[src/design/spm_pkg.sv]
`default_nettype none
package spm_pkg;

  // sizing
  localparam int MAX_TERMS = 8;
  localparam int EXP_BITS  = 10;
  localparam int IN_EXP_W  = 10;
  localparam int COEF_W    = 32;
  localparam int ACC_W     = 64;
  localparam int OUT_EXP_W = 11;
  localparam int TC_W      = 7;
  localparam int SUM_AW    = EXP_BITS + 1;
  localparam int SUM_DEPTH = 1 << SUM_AW;
  localparam int IDX_W     = (MAX_TERMS > 1) ? $clog2(MAX_TERMS) : 1;
  localparam int CNT_W     = $clog2(MAX_TERMS + 1);
  localparam int MAX_NZ    = MAX_TERMS * MAX_TERMS;
  localparam int NZ_W      = $clog2(MAX_NZ + 1);

  // operation codes
  localparam logic OP_FIRST  = 1'b0;
  localparam logic OP_SECOND = 1'b1;

  typedef enum logic [3:0] {
    ST_CLR,
    ST_IDLE,
    ST_START,
    ST_MUL,
    ST_ACC,
    ST_POST,
    ST_SCAN_RD,
    ST_SCAN_CHK,
    ST_EMPTY
  } spm_state_t;

  typedef struct packed {
    logic                     operation;
    logic [IN_EXP_W-1:0]      exponent;
    logic signed [COEF_W-1:0] coefficient;
    logic                     last;
  } spm_in_t;

  typedef struct packed {
    logic [OUT_EXP_W-1:0]    product_exponent;
    logic signed [ACC_W-1:0] product_coefficient;
    logic [TC_W-1:0]         term_count;
    logic                    empty_res;
    logic                    final_term;
  } spm_out_t;

  typedef struct packed {
    logic store;
    logic loop_init;
    logic mul;
    logic acc;
    logic clr;
    logic scan_take;
    logic emit_empty;
    logic run_end;
  } spm_cmd_t;

  typedef struct packed {
    logic counts_zero;
    logic pair_last;
    logic nz_zero;
    logic hit;
    logic emit_last;
    logic out_free;
    logic clr_done;
  } spm_stat_t;

endpackage
`default_nettype wire

[src/design/spm_ctrl.sv]
`default_nettype none
module spm_ctrl (
  input  wire logic              clk,
  input  wire logic              rst_n,
  input  wire logic              in_valid,
  input  wire logic              in_last,
  input  wire spm_pkg::spm_stat_t stat,
  output logic                   in_stall,
  output spm_pkg::spm_cmd_t      cmd
);
  import spm_pkg::*;

  spm_state_t state_r, state_nxt;

  always_ff @(posedge clk) begin
    if (!rst_n) begin
      state_r <= ST_CLR;
    end else begin
      state_r <= state_nxt;
    end
  end

  always_comb begin
    state_nxt = state_r;
    cmd       = '0;
    in_stall  = 1'b1;
    unique case (state_r)
      ST_CLR: begin
        cmd.clr = 1'b1;
        if (stat.clr_done) begin
          state_nxt = ST_IDLE;
        end
      end
      ST_IDLE: begin
        in_stall = 1'b0;
        if (in_valid) begin
          cmd.store = 1'b1;
          if (in_last) begin
            state_nxt = ST_START;
          end
        end
      end
      ST_START: begin
        cmd.loop_init = 1'b1;
        state_nxt = stat.counts_zero ? ST_EMPTY : ST_MUL;
      end
      ST_MUL: begin
        cmd.mul   = 1'b1;
        state_nxt = ST_ACC;
      end
      ST_ACC: begin
        cmd.acc   = 1'b1;
        state_nxt = stat.pair_last ? ST_POST : ST_MUL;
      end
      ST_POST: begin
        state_nxt = stat.nz_zero ? ST_EMPTY : ST_SCAN_RD;
      end
      ST_SCAN_RD: begin
        state_nxt = ST_SCAN_CHK;
      end
      ST_SCAN_CHK: begin
        if (!stat.hit) begin
          cmd.scan_take = 1'b1;
          state_nxt     = ST_SCAN_RD;
        end else if (stat.out_free) begin
          cmd.scan_take = 1'b1;
          if (stat.emit_last) begin
            cmd.run_end = 1'b1;
            state_nxt   = ST_IDLE;
          end else begin
            state_nxt = ST_SCAN_RD;
          end
        end
      end
      ST_EMPTY: begin
        if (stat.out_free) begin
          cmd.emit_empty = 1'b1;
          cmd.run_end    = 1'b1;
          state_nxt      = ST_IDLE;
        end
      end
      default: begin
        state_nxt = ST_CLR;
      end
    endcase
  end

endmodule
`default_nettype wire

[config.mk]
export PLATFORM = sky130hd
export DESIGN_NAME = spm_ctrl
export DESIGN_NICKNAME = d
export VERILOG_FILES = /design/src/design/spm_pkg.sv /design/src/design/spm_ctrl.sv
export SDC_FILE = /design/constraint.sdc
export NUM_CORES = 1
export LEC_CHECK = 0
export ABC_AREA = 1
export BUFFER_PORTS_ARGS = -buffer_cell sky130_fd_sc_hd__buf_2
export CORE_AREA = 2 2 39 41
export CTS_CLUSTER_SIZE = 40
export DETAILED_ROUTE_END_ITERATION = 8
export DIE_AREA = 0 0 41 43
export PLACE_DENSITY_LB_ADDON = 0.12
export SETUP_SLACK_MARGIN = 0.02
export SYNTH_ARGS = -nofsm -noshare
export SYNTH_HDL_FRONTEND = slang
export SYNTH_SLANG_ARGS = --single-unit
[constraint.sdc]
create_clock -name clk -period 1.3 [get_ports clk]
set_input_delay 0.065 -clock clk [delete_from_list [all_inputs] [get_ports clk]]
set_output_delay 0.065 -clock clk [all_outputs]
set_load 0.02 [all_outputs]
[After elaboration in Yosys (flattened, before gate mapping)]
Index checks and enable logic that the tools add are counted.
Cells by class
  reductions and logical operators: 2
  equality and inequality tests: 13
  mux-type cells: 27
Operators by type and width (number)
  one-hot mux 4 bit (9 select lines): 1
  2-to-1 mux 4 bit: 8
  equality test 4 x 3 -> 1 bit (second input constant): 4
  2-to-1 mux 1 bit: 14
  equality test 4 x 2 -> 1 bit (second input constant): 2
  != test 2 bit (second input constant): 4
  2-to-1 mux 3 bit: 2
  AND reduction 5 bit: 1
  equality test 4 x 1 -> 1 bit (second input constant): 1
  equality test 4 bit (second input constant): 1
  logical NOT 4 bit: 1
  != test 3 bit (second input constant): 1
  2-to-1 mux 2 bit: 1
  one-hot mux 1 bit (2 select lines): 1
Word-level totals
  register bits: 4
  output and inout port bits: 9
  input port bits: 11
  logic and storage cells: 43

[Longest topological paths before layout]
  depth after elaboration: 4
  gate-level depth with buffers: 9
  mapped depth without buffers: 9

[Worst setup path after synthesis]
No wires, ideal clock.
  path type: register to register
  start: register state_r[2]
  end: register state_r[2]
  setup slack: 64 ps
  data required time: 1230 ps
  arrival time: 1166 ps
  cell stages (with the launch flop): 9
  setup time: 70 ps
  path buffers: 0
  period minus slack after synthesis: 1236 ps
  cell sequence: dfxtp_1 -> nand2_2 -> nor2_1 -> nand2_1 -> nand2_1 -> inv_1 -> nand2_1 -> nand2_1 -> a21oi_1
On the way
  cells in the longest elaborated chain, start to end: 3
  elaborated cells between the ends (all ways): 16
  those cells by class: eq/ne: 13; mux: 1; reduce/logical: 2
Ends and longest elaborated chain
  start, declared: RTL line spm_ctrl.sv:13  | spm_state_t state_r, state_nxt;
  start signal, assigned: RTL line spm_ctrl.sv:19  | state_r <= state_nxt;
  equality test 4 x 3 -> 1 bit, or another cell as far along: RTL line spm_ctrl.sv:27  | unique case (state_r)
  != test 3 bit (no source line) / != test 2 bit (equally long branches)
  AND reduction 5 bit (no source line)
Several ways; a longest one is shown, not always the timed one.
A chain may end at the register's enable or synchronous reset.

==> summary.txt <==
CTS
  – CTS clk-pin slew, worst paths: 40 ps
  – Max Root-Sink Buffers: 2
  – H-Tree Level Count: 1
  – Clock latency on the worst-skew pair: 230 ps
  – Root Buffer: clkbuf_4
  – CTS tree: yes
  – CTS sink count: 4
  – Num CTS Buffers: 3

Critical path
  – Cell Chain, Critical Path: nor2_1 > buf_4 > nand3_2 > a21oi_2 > buf_6
  – CP max stage delay: 360 ps
  – CP Launch Type: flop
  – Worst path depth: 5
  – Worst R2R Setup Slack: 110 ps
  – Reg2reg end: state_r[2]$_SDFFE_PN0P_
  – WP buf/inv: 2
  – Top Family by Delay on Critical Path: flip-flops
  – R2R cell count: 8
  – Arr. time, crit path: 1180 ps
  – Critical Path End Type: output pin
  – WS Path Type: flop to output pin
  – Critical Path Fanout Max: 6
  – Critical path required time: 1240 ps
  – CP max stage cell: dfxtp_4
  – R2r startpoint: state_r[3]$_SDFFE_PN0P_

Pwr
  – Pleak: 0.389 nW
  – Reg power frac: 23.9%
  – Maximum VDD drop: 0.000664 V
  – Clock share of power: 16.5%
  – Pwr/cell area: 1350 mW/mm^2
  – Internal power component: 0.483 mW
  – Sw frac: 46.4%
  – Combinational power share: 59.6%
  – Switching power of the nets: 0.417 mW

Floorplan
  – # IOs: 20
  – Die height: 43 um
  – Starting Density: 29.7%
  – Core ar.: 0.00138 sq mm
  – Die Wd: 41 um
  – Die area: 0.00176 sq mm
  – # rows: 14

Timing
  – Worst slew pin tran: 248 ps
  – Pins Over Slew Limit: 0
  – Hold slack: 28.5 ps
  – Fmax: 0.805 GHz
  – Setup TNS: 0 ps
  – Post-route minimum period: 1240 ps
  – Final setup viols: 0
  – Final Hold Violating Endpoints: 0
  – Fin crit share: 95.6%
  – Final worst slack: 57.3 ps
  – Worst slew margin: 83.4%
  – Max Clock Skew: 3.36 ps
  – RSZ-0062 raised after global routing: true

Global route
  – Initial antenna violation count: 0
  – GR Util All Layers: 14.7%
  – Number of global-route vias before repair: 465
  – First-pass GRT wire length: 1770 um
  – Total gr overflow: 0
  – Largest net degree at the start of global routing: 7

Drt
  – Starting DRT DRC Count: 9
  – 1st-pass router iterations: 4
  – Via/cell ratio: 4.55
  – DRC: 0
  – Final antenna-violating net count: 0
  – Drt total wl: 1200 um
  – Vias: 542
  – Avg WL per Cell: 10.1 um

Logic synthesis
  – Synth Register Bits: 4
  – Syn Inst Count: 74
  – Sequential area share after synthesis: 19.5%
  – Syn Area/Cell: 5.55 sq um
  – Post-Syn Area: 410 sq um
  – Ys Warns: 0
  – Synth unique cells: 16
  – Synthesized net count: 85

Min path
  – Hold Crit Class: input port to flop
  – Hold endpoint: state_r[3]$_SDFFE_PN0P_
  – WHS Path Cells: 3
  – Hold_sp: rst_n

Status
  – Status: completed

Job
  – Max_cap viols: 0

Layout
  – Fillers: 159
  – Antenna diodes: 0
  – Layout area overhead: 62.8%
  – Layout cell share with drive strength beyond 1: 47.6%
  – Post-layout net count: 116
  – Largest registers: state_r: 4 flops
  – Post-layout util: 48.3%
  – Largest register by flop count: state_r
  – Max reg flops: 4

Placement
  – GPL Wtd Cong: 0.734
  – DP HPWL: 966 um
  – Port bufs: 19
  – Pre-CTS setup slack: 57.7 ps
-- how the worst max path moves through the flow --
stage / from / endpoint / slack (ps)
after floorplan: state_r[2]$_SDFFE_PN0P_ / state_r[2]$_SDFFE_PN0P_ / 60
final: state_r[0]$_SDFFE_PN0P_ / cmd[0] / 60
after global routing: state_r[3]$_SDFFE_PN0P_ / cmd[0] / -20
after CTS: state_r[0]$_SDFFE_PN0P_ / cmd[0] / 30
after global placement: state_r[0]$_SDFFE_PN0P_ / cmd[0] / 60
after detailed placement: state_r[0]$_SDFFE_PN0P_ / cmd[0] / 60
-- worst min-delay path, cell delays in order --
cell and delay, ps:
buf_2 90, nand2_1 40, inv_1 40
-- per-layer routing --
metal	wire length, um	up-vias	track usage (%)
met4	0	0	4.00
met3	49	0	4.71
met1	485	240	15.4
met2	662	11	26.3
li1	-	291	-
met5	0	-	0
-- synth_stat cells --
| cell | count | area, sq um |
|---|---|---|
| a21oi_1 | 4 | 20.0 |
| o21ai_0 | 1 | 5.00 |
| nand4_1 | 1 | 6.26 |
| o211ai_1 | 1 | 7.51 |
| nand2_4 | 1 | 11.3 |
| inv_2 | 2 | 7.51 |
| nor2_4 | 1 | 11.3 |
| inv_1 | 14 | 52.6 |
| nand2_1 | 18 | 67.6 |
| nor3_1 | 2 | 10.0 |
| nand2_2 | 3 | 18.8 |
| nor2_2 | 4 | 25.0 |
| nor2_1 | 8 | 30.0 |
| nand3b_1 | 3 | 22.5 |
| nand3_1 | 7 | 35.0 |
| dfxtp_1 | 4 | 80.1 |
-- power groups by stage --
stage / clock [mW] / sequential (mW) / combinational (mW)
floorplan: 0 / 0.177 / 0.334
global placement: 0 / 0.189 / 0.479
detailed placement: 0 / 0.189 / 0.474
CTS: 0.157 / 0.201 / 0.481
global route: 0.166 / 0.218 / 0.592
finish: 0.148 / 0.215 / 0.537
-- final cells by class --
class	instances	area [sq um]	share of cell area [%]
Inverter	16	60.1	8.99
Clock buffer	3	22.5	3.37
Multi-Input combinational cell	54	312	46.6
Sequential cell	4	95.1	14.2
Timing Repair Buffer	26	159	23.8
Tap cell	16	20.0	3.00
-- placed cells by master, fill, tap and decap left out, drive strengths merged --
cell     n
a21oi    4
buf     26
clkbuf   3
dfxtp    4
inv     16
nand2   22
nand3    7
nand3b   3
nand4    1
nor2    13
nor3     2
o211ai   1
o21ai    1
-- cell families (layout without fill, tap and decap cells) --
family	count (synthesis)	count (layout)	share of synthesized area (%)
buffers and inverters	16	45	14.6
AND/OR/NAND/NOR	48	48	57.9
flip-flops	4	4	19.5
AO/OA/AOI/OAI	6	6	7.93
-- through the flow --
stage	power [mW]	instances	instance area (sq um)
floorplan	0.511	74	410
global placement	0.668	110	533
detailed placement	0.663	110	533
CTS	0.838	115	599
global route	0.977	119	668
finish	0.900	119	668
-- repair_timing --
| action | in CTS | in global routing |
|---|---|---|
| setup buffers | 2 | 4 |
| gates resized for setup | 11 | 11 |
| setup endpoints to repair | 2 | 8 |
| hold endpoints to repair | 0 | 0 |
| hold buffers | 0 | 0 |
| pin swaps | 1 | 4 |
(Power assumes the default switching activity.)
